<file path="src/design/pwir_pkg.sv">
// Shared types, constants and helper functions of the pulse-width IR decoder.
package pwir_pkg;

	localparam int unsigned MAX_MSG_BITS = 32;
	localparam int unsigned START_COUNT  = 4;
	localparam int unsigned END_COUNT    = 1;

	localparam int unsigned DUR_W  = 16;
	localparam int unsigned TIME_W = 12;
	localparam int unsigned TOL_W  = 10;
	localparam int unsigned MSGB_W = 6;
	localparam int unsigned IDX_W  = 7;
	localparam int unsigned DATA_W = 32;
	localparam int unsigned CFGI_W = 3;
	localparam int unsigned CFGD_W = 16;

	// Result status codes, in priority order after OK.
	typedef enum logic [2:0] {
		ST_OK    = 3'd0,
		ST_START = 3'd1,
		ST_END   = 3'd2,
		ST_GAP   = 3'd3,
		ST_DATA  = 3'd4
	} status_t;

	// Configuration register indexes.
	typedef enum logic [CFGI_W-1:0] {
		REG_MSG_BITS  = 3'd0,
		REG_TOLERANCE = 3'd1,
		REG_ZERO_TIME = 3'd2,
		REG_ONE_TIME  = 3'd3,
		REG_GAP_TIME  = 3'd4,
		REG_TIMEOUT   = 3'd5
	} cfg_idx_t;

	localparam logic [MSGB_W-1:0] RST_MSG_BITS  = 6'd16;
	localparam logic [TOL_W-1:0]  RST_TOLERANCE = 10'd150;
	localparam logic [TIME_W-1:0] RST_ZERO_TIME = 12'd300;
	localparam logic [TIME_W-1:0] RST_ONE_TIME  = 12'd600;
	localparam logic [TIME_W-1:0] RST_GAP_TIME  = 12'd450;
	localparam logic [DUR_W-1:0]  RST_TIMEOUT   = 16'd1000;

	localparam logic [TIME_W-1:0] END_LEN = 12'd800;

	// Fixed lengths of the four start pulses.
	function automatic logic [TIME_W-1:0] start_len(input logic [1:0] idx);
		logic [TIME_W-1:0] len;
		case (idx)
			2'd0:    len = 12'd300;
			2'd1:    len = 12'd700;
			default: len = 12'd500;
		endcase
		return len;
	endfunction

	// True when the measured length lies within +/- tol of the expected one.
	function automatic logic pw_within(input logic [DUR_W-1:0] meas,
			input logic [TIME_W-1:0] expd, input logic [TOL_W-1:0] tol);
		logic [DUR_W:0] hi;
		logic [DUR_W:0] lo;
		hi = {{(DUR_W-TIME_W+1){1'b0}}, expd} + {{(DUR_W-TOL_W+1){1'b0}}, tol};
		lo = {1'b0, meas} + {{(DUR_W-TOL_W+1){1'b0}}, tol};
		return ({1'b0, meas} <= hi) && (lo >= {{(DUR_W-TIME_W+1){1'b0}}, expd});
	endfunction

endpackage

</file>
<file path="src/design/pulse_width_ir_decoder_core.sv">
// Top level of the pulse-width IR frame decoder: input register, frame checks, result register.
//
//  channel  | handshake              | words carried
//  ---------+------------------------+-------------------------------
//  item     | item_valid / item_stall| opcode, duration_us
//  result   | result_valid / stall   | status, data_word
//  config   | cfg_valid / cfg_ready  | cfg_index, cfg_data
//
// Every word takes one cycle through the input register and one through the result
// register, so a new word may be taken every cycle. The only loop is the frame state
// (pulse index, fail flags, collected bits), updated by one compare set.
// Reset clears the frame state, loads the configuration defaults and empties both registers.
// A stalled result holds the input register; an empty input register still takes a word.
module pulse_width_ir_decoder_core (
	input  logic                          clk,
	input  logic                          arst_n,
	input  logic                          item_valid,
	output logic                          item_stall,
	input  logic                          opcode,
	input  logic [pwir_pkg::DUR_W-1:0]    duration_us,
	output logic                          result_valid,
	input  logic                          result_stall,
	output logic [2:0]                    status,
	output logic [pwir_pkg::DATA_W-1:0]   data_word,
	input  logic                          cfg_valid,
	output logic                          cfg_ready,
	input  logic [pwir_pkg::CFGI_W-1:0]   cfg_index,
	input  logic [pwir_pkg::CFGD_W-1:0]   cfg_data
);
	import pwir_pkg::*;

	// Configuration registers.
	logic [MSGB_W-1:0] msg_bits_q;
	logic [TOL_W-1:0]  tolerance_q;
	logic [TIME_W-1:0] zero_time_q;
	logic [TIME_W-1:0] one_time_q;
	logic [TIME_W-1:0] gap_time_q;
	logic [DUR_W-1:0]  timeout_q;

	// Input register.
	logic              valid_s1;
	logic              opcode_s1;
	logic [DUR_W-1:0]  dur_s1;

	// Frame state.
	logic [IDX_W-1:0]  pulse_idx_q;
	logic              start_failed_q;
	logic              gap_failed_q;
	logic              data_failed_q;
	logic [DATA_W-1:0] bits_q;

	// Result register.
	logic              result_valid_q;
	status_t           status_q;
	logic [DATA_W-1:0] data_word_q;

	// Next-state logic.
	logic              advance;
	logic [MSGB_W-1:0] m_eff;
	logic [IDX_W-1:0]  last_idx;
	logic              is_timeout;
	logic [DATA_W-1:0] bit_mask;
	logic [IDX_W-1:0]  k_idx;
	logic              emit;
	status_t           st_d;
	logic [IDX_W-1:0]  pulse_idx_d;
	logic              start_failed_d;
	logic              gap_failed_d;
	logic              data_failed_d;
	logic [DATA_W-1:0] bits_d;

	// The configuration port never pushes back.
	assign cfg_ready = 1'b1;

	always_ff @(posedge clk or negedge arst_n) begin
		if (!arst_n) begin
			msg_bits_q  <= RST_MSG_BITS;
			tolerance_q <= RST_TOLERANCE;
			zero_time_q <= RST_ZERO_TIME;
			one_time_q  <= RST_ONE_TIME;
			gap_time_q  <= RST_GAP_TIME;
			timeout_q   <= RST_TIMEOUT;
		end else if (cfg_valid) begin
			case (cfg_idx_t'(cfg_index))
				REG_MSG_BITS:  msg_bits_q  <= cfg_data[MSGB_W-1:0];
				REG_TOLERANCE: tolerance_q <= cfg_data[TOL_W-1:0];
				REG_ZERO_TIME: zero_time_q <= cfg_data[TIME_W-1:0];
				REG_ONE_TIME:  one_time_q  <= cfg_data[TIME_W-1:0];
				REG_GAP_TIME:  gap_time_q  <= cfg_data[TIME_W-1:0];
				REG_TIMEOUT:   timeout_q   <= cfg_data[DUR_W-1:0];
				default: ;
			endcase
		end
	end

	// The held word is processed once the result register is empty or being drained.
	assign advance    = valid_s1 && (!result_valid_q || !result_stall);
	assign item_stall = valid_s1 && !advance;

	always_ff @(posedge clk or negedge arst_n) begin
		if (!arst_n) begin
			valid_s1 <= 1'b0;
		end else if (!item_stall) begin
			valid_s1 <= item_valid;
		end
	end

	always_ff @(posedge clk) begin
		if (item_valid && !item_stall) begin
			opcode_s1 <= opcode;
			dur_s1    <= duration_us;
		end
	end

	always_comb begin
		// A zero bit count acts as one; counts above the maximum are clamped.
		if (msg_bits_q == '0) begin
			m_eff = MSGB_W'(1);
		end else if (msg_bits_q > MSGB_W'(MAX_MSG_BITS)) begin
			m_eff = MSGB_W'(MAX_MSG_BITS);
		end else begin
			m_eff = msg_bits_q;
		end
		last_idx   = IDX_W'({m_eff, 1'b0}) + IDX_W'(START_COUNT + END_COUNT - 1);
		bit_mask   = DATA_W'(({{DATA_W{1'b0}}, 1'b1} << m_eff) - {{DATA_W{1'b0}}, 1'b1});
		is_timeout = opcode_s1 || (dur_s1 > timeout_q);
		k_idx      = pulse_idx_q - IDX_W'(START_COUNT);

		emit           = 1'b0;
		st_d           = ST_OK;
		pulse_idx_d    = pulse_idx_q;
		start_failed_d = start_failed_q;
		gap_failed_d   = gap_failed_q;
		data_failed_d  = data_failed_q;
		bits_d         = bits_q;

		if (is_timeout) begin
			// A timeout closes a frame that has begun; an idle line gives nothing.
			if (pulse_idx_q != '0) begin
				emit = 1'b1;
				if (start_failed_q || pulse_idx_q < IDX_W'(START_COUNT)) begin
					st_d = ST_START;
				end else begin
					st_d = ST_END;
				end
			end
			pulse_idx_d    = '0;
			start_failed_d = 1'b0;
			gap_failed_d   = 1'b0;
			data_failed_d  = 1'b0;
			bits_d         = '0;
		end else if (pulse_idx_q >= last_idx) begin
			// End pulse: report the first failing check in priority order.
			emit = 1'b1;
			if (start_failed_q) begin
				st_d = ST_START;
			end else if (!pw_within(dur_s1, END_LEN, tolerance_q)) begin
				st_d = ST_END;
			end else if (gap_failed_q) begin
				st_d = ST_GAP;
			end else if (data_failed_q) begin
				st_d = ST_DATA;
			end
			pulse_idx_d    = '0;
			start_failed_d = 1'b0;
			gap_failed_d   = 1'b0;
			data_failed_d  = 1'b0;
			bits_d         = '0;
		end else begin
			if (pulse_idx_q < IDX_W'(START_COUNT)) begin
				if (!pw_within(dur_s1, start_len(pulse_idx_q[1:0]), tolerance_q)) begin
					start_failed_d = 1'b1;
				end
			end else if (!k_idx[0]) begin
				// Data pulse; a length matching both the one and zero value reads as one.
				if (pw_within(dur_s1, one_time_q, tolerance_q)) begin
					bits_d[k_idx[5:1]] = 1'b1;
				end else if (!pw_within(dur_s1, zero_time_q, tolerance_q)) begin
					data_failed_d = 1'b1;
				end
			end else begin
				if (!pw_within(dur_s1, gap_time_q, tolerance_q)) begin
					gap_failed_d = 1'b1;
				end
			end
			pulse_idx_d = pulse_idx_q + IDX_W'(1);
		end
	end

	always_ff @(posedge clk or negedge arst_n) begin
		if (!arst_n) begin
			pulse_idx_q    <= '0;
			start_failed_q <= 1'b0;
			gap_failed_q   <= 1'b0;
			data_failed_q  <= 1'b0;
			bits_q         <= '0;
		end else if (advance) begin
			pulse_idx_q    <= pulse_idx_d;
			start_failed_q <= start_failed_d;
			gap_failed_q   <= gap_failed_d;
			data_failed_q  <= data_failed_d;
			bits_q         <= bits_d;
		end
	end

	always_ff @(posedge clk or negedge arst_n) begin
		if (!arst_n) begin
			result_valid_q <= 1'b0;
		end else if (advance) begin
			result_valid_q <= emit;
		end else if (!result_stall) begin
			result_valid_q <= 1'b0;
		end
	end

	// Bits at or above the effective message length are cleared in the result.
	always_ff @(posedge clk) begin
		if (advance && emit) begin
			status_q    <= st_d;
			data_word_q <= bits_q & bit_mask;
		end
	end

	assign result_valid = result_valid_q;
	assign status       = status_q;
	assign data_word    = data_word_q;

`ifndef SYNTHESIS
	// The pulse index never runs past the last position of the longest frame.
	a_idx_range: assert property (@(posedge clk) disable iff (!arst_n)
		pulse_idx_q <= IDX_W'(2 * MAX_MSG_BITS + START_COUNT + END_COUNT - 1))
		else $error("pulse index beyond longest frame");

	// Every word that yields a result leaves the frame state cleared.
	a_clear: assert property (@(posedge clk) disable iff (!arst_n)
		advance && emit |=> pulse_idx_q == '0 && !start_failed_q && bits_q == '0)
		else $error("frame state not cleared after result");

	// A result never carries bits beyond the configured message length.
	a_mask: assert property (@(posedge clk) disable iff (!arst_n)
		result_valid_q |-> (data_word_q & ~bit_mask) == '0)
		else $error("result holds bits above message length");
`endif

endmodule
</file>
<file path="config.mk">
export PLATFORM = sky130hd
export DESIGN_NAME = pulse_width_ir_decoder_core
export DESIGN_NICKNAME = d
export VERILOG_FILES = /design/src/design/pwir_pkg.sv /design/src/design/pulse_width_ir_decoder_core.sv
export SDC_FILE = /design/constraint.sdc
export NUM_CORES = 1
export LEC_CHECK = 0
export BUFFER_PORTS_ARGS = -buffer_cell sky130_fd_sc_hd__buf_2
export CAP_MARGIN = 25
export CORE_UTILIZATION = 50
export DETAILED_ROUTE_END_ITERATION = 8
export PLACE_DENSITY_LB_ADDON = 0.1
export SLEW_MARGIN = 20
export SYNTH_ARGS = -nofsm -noshare
export SYNTH_HDL_FRONTEND = slang
export SYNTH_SLANG_ARGS = --single-unit
</file>
<file path="constraint.sdc">
create_clock -name clk -period 6.35 [get_ports clk]
set_input_delay 1.27 -clock clk [delete_from_list [all_inputs] [get_ports clk]]
set_output_delay 1.27 -clock clk [all_outputs]
set_load 0.01 [all_outputs]
</file>
==> key figures <==
Outcome
  – Status: finished, final reports clean

Logic synthesis
  – Ys flop type: dfrtp_1
  – Synth unique cells: 78
  – Yosys warns: 0
  – Number of synthesized flops with an enable pin: 52
  – Area fraction of the dominant cell type after synthesis: between 10% and 20%
  – Top-count cell post-synth: ha_1
  – Commonest cells post-synth: ha_1 (176), nand2_1 (119), o21ai_0 (110)
  – Cells after Synth: between 1,000 and 1,500
  – Average size of a mapped cell: around 9.6 sq um
  – Synth Cell Area: approximately 0.012 sq mm
  – Sequential area share after synthesis: approximately 36%
  – #FFs+latches synth: 164
  – Share of synthesized registers carrying an async set or reset: just under 70%
  – Cell taking the most area after synthesis: dfrtp_1
  – Ranking of synthesized cells by area: dfrtp_1 (18%), ha_1 (18%), edfxtp_1 (13%), dfstp_2 (5.0%), o21ai_0 (4.5%)

Placed design
  – Port Buffer Count: a little under 80
  – Routability congestion estimate: just over 0.9
  – HPWL Detailed: approximately 25 mm

GRT
  – Congestion Overflow GR: 0
  – Initial antenna violation count: 0
  – Largest net degree at the start of global routing: 73
  – Gr usage total: ~28%
  – Vias in the first global route: between 9,000 and 10,000
  – First-pass GRT wire length: just over 50 mm

Min path
  – Hold crit path type: flip-flop to flip-flop

Finish
  – Ratio of cells with drive above 1 in the final layout: 15.7%
  – Antenna cell count: 0
  – Final nets: 1,560
  – Fin util: around 57%
  – Layout area overhead: 11.6%

Critical path
  – Worst setup SP type: flip-flop
  – Critical Path RT: around 6.7 ns
  – Worst Path Arrival: a little over 5 ns
  – Delay-heaviest family, CP: compound AO/OA/AOI/OAI gates
  – Crit Path Category: flip-flop to flip-flop
  – Nature of the critical path endpoint: flip-flop
  – Peak per-stage delay on the critical path: between 0.6 and 0.7 ns
  – Worst-path cell chain: ha_1 -> a21o_1 -> a21oi_1 -> nor2b_1 -> o21a_1 -> o311a_1 -> o31a_1 -> o21ai_0 -> xnor2_1 -> ha_1 -> nand2_1 -> nor4_2 -> o21ai_1 -> a21o_1 -> a32oi_1 -> a41oi_2 -> nand4_1 -> o21ai_0
  – CP max-delay cell: dfstp_2
  – Sum of buffers and inverters on the critical path: 0
  – Crit-path max FO: 8

Clock network
  – Clock Path Buffers: 2
  – Post_cts resized: 0
  – # Post-CTS Setup Buffers: 0
  – Post-CTS Hold Fix Bufs: 0
  – Total CTS buffers: 17
  – CTS tree: built
  – Worst-Skew Late Latency: 0.45 ns
  – CTS root buffer: clkbuf_16
  – Clock Pin Slew Worst Setup and Hold Paths: approximately 0.08 ns
  – Clock sink count: roughly 160
  – # H-tree levels: 4

Power and ir drop
  – Clock Power Share: between 20% and 30%
  – P_leak: approximately 6 nW
  – Int Pwr: ~0.0028 W
  – Sw frac: 42.5%
  – Max VDD drop: between 0.15 and 0.2 mV
  – Reg power frac: between 20 and 30%
  – Comb power frac: about half
  – PD cells: 366 mW/mm^2
  – Sw Pwr: about 0.0021 W

STA
  – Max Slew Vio Count: 0
  – Max Clk Rate: between 200 and 250 MHz
  – Slew headroom: a little over a third
  – Final worst path period share: between 70% and 80%
  – Measured slew at the worst slew-check pin: 0.978 ns
  – Setup-failing EPs final: 0
  – Setup TNS: 0 ns
  – Min cycle time layout: 4.76 ns
  – Clock skew: roughly 0.015 ns
  – Final hold violations: 0
  – Worst hold slack: 0.471 ns
  – RSZ-0062 raised after global routing: false

Routing
  – DRT antenna net count: 0
  – Via density: 5.86
  – Pre-Repair DR Iteration Count: 5
  – Via count: a little under 10,000
  – Post-DR wirelength/cell: roughly 20 um
  – Drt drc: 0
  – DR iter-0 viols: about 700
  – Drt total wl: ~33 mm

Floorplan
  – Die width: between 150 and 200 um
  – Number of I/O pins: 79
  – Initial core utilization: between 50% and 60%
  – Die Y: approximately 160 um
  – Core Region: between 0.02 and 0.025 sq mm
  – Row cnt: 56
  – Die ar.: 0.0248 sq mm

Job
  – Max Cap Viol: 0
layout make-up:
type	count	area, sq um
fillers	2138	10100
inverters	86	323
multi-input cells	979	7280
repair buffers	90	498
flip-flops and latches	164	4390
clock inverters	15	199
well taps	319	399
clock buffers	17	425
stage by stage:
step | total power, W | worst slack (ns) | area, sq um | cells
after floorplan | 0.00318 | 2.32 | 12100 | 1266
after global placement | 0.00379 | 1.77 | 12900 | 1637
after detailed placement | 0.00383 | 1.66 | 12900 | 1637
after CTS | 0.00493 | 1.58 | 13500 | 1669
after global routing | 0.00534 | 1.14 | 13500 | 1670
final | 0.00494 | 1.59 | 13500 | 1670
logic make-up after synthesis:
kind of cell / synth area share [%]
AO/OA/AOI/OAI: 17.3
adder cells (fa/ha/maj): 19.0
multiplexers: 4.10
other: 0.0310
XOR/XNOR: 3.91
flip-flops: 36.3
AND/OR/NAND/NOR: 15.5
buffers and inverters: 3.94
sequential cells by signal, indices dropped and copies added (netlist names):
register        flops
pulse_idx_q         7
bits_q             32
start_failed_q      1
timeout_q          16
zero_time_q        12
opcode_s1           1
valid_s1            1
data_word          32
data_failed_q       1
one_time_q         12
gap_time_q         12
msg_bits_q          6
result_valid        1
status              3
tolerance_q        10
dur_s1             16
gap_failed_q        1
cell usage in the layout (no fill, tap or decap), types with 9 or more instances in the layout:
cell / Yosys / layout
ha_1: 176 / 176
nand2_1: 119 / 119
o21ai_0: 110 / 110
dfrtp_1: 89 / 89
inv_1: 86 / 86
a21oi_1: 77 / 77
buf_2: 3 / 76
edfxtp_1: 52 / 52
nor2_1: 45 / 44
mux2_2: 42 / 42
nand3_1: 40 / 40
xnor2_1: 29 / 29
nor2b_1: 29 / 29
a21o_1: 27 / 27
xor2_1: 25 / 25
dfstp_2: 23 / 23
nor3_1: 21 / 20
o21a_1: 18 / 18
nand4_1: 17 / 17
clkbuf_16: 0 / 17
nand2b_1: 15 / 15
and2_1: 14 / 14
buf_4: 1 / 13
or3_1: 12 / 12
nor4_1: 12 / 12
a211oi_1: 12 / 12
and3_1: 9 / 9
power groups by stage:
| stage | registers (W) | clock network [W] | logic (W) |
|---|---|---|---|
| floorplan | 0.00142 | 0 | 0.00176 |
| global placement | 0.00147 | 0 | 0.00231 |
| detailed placement | 0.00148 | 0 | 0.00235 |
| CTS | 0.00146 | 0.00110 | 0.00238 |
| global route | 0.00148 | 0.00113 | 0.00273 |
| finish | 0.00146 | 0.00108 | 0.00240 |
path summary, 6_finish.rpt:
kind                                start             to  slack [ns]  cells after the start
setup / recovery           tolerance_q[1]      bits_q[4]        1.59                     18
hold / removal                 bits_q[22]     bits_q[22]        0.47                      2
setup reg to reg           tolerance_q[1]      bits_q[4]        1.59                     18
hold reg to reg                bits_q[22]     bits_q[22]        0.47                      2
max in group asynchronous          arst_n  data_failed_q        4.55                      2
min in group asynchronous          arst_n      bits_q[4]        0.78                      1
worst register-to-register path, delay by kind of cell, from the launching register on:
family                   cells  cell delay [ns]
adder cells (fa/ha/maj)      2             0.60
AO/OA/AOI/OAI               11             2.51
flip-flops                   1             0.67
XOR/XNOR                     1             0.10
AND/OR/NAND/NOR              4             0.75
layer usage:
metal | vias up | share of wire [%] | track usage (%)
met5 | - | 0 | 0
met4 | 0 | 2.7 | 9.94
met3 | 57 | 6.0 | 4.46
met2 | 294 | 45 | 44.2
met1 | 4660 | 46 | 38.5
li1 | 4778 | - | -
No activity file was read; power rests on OpenSTA's default activity.
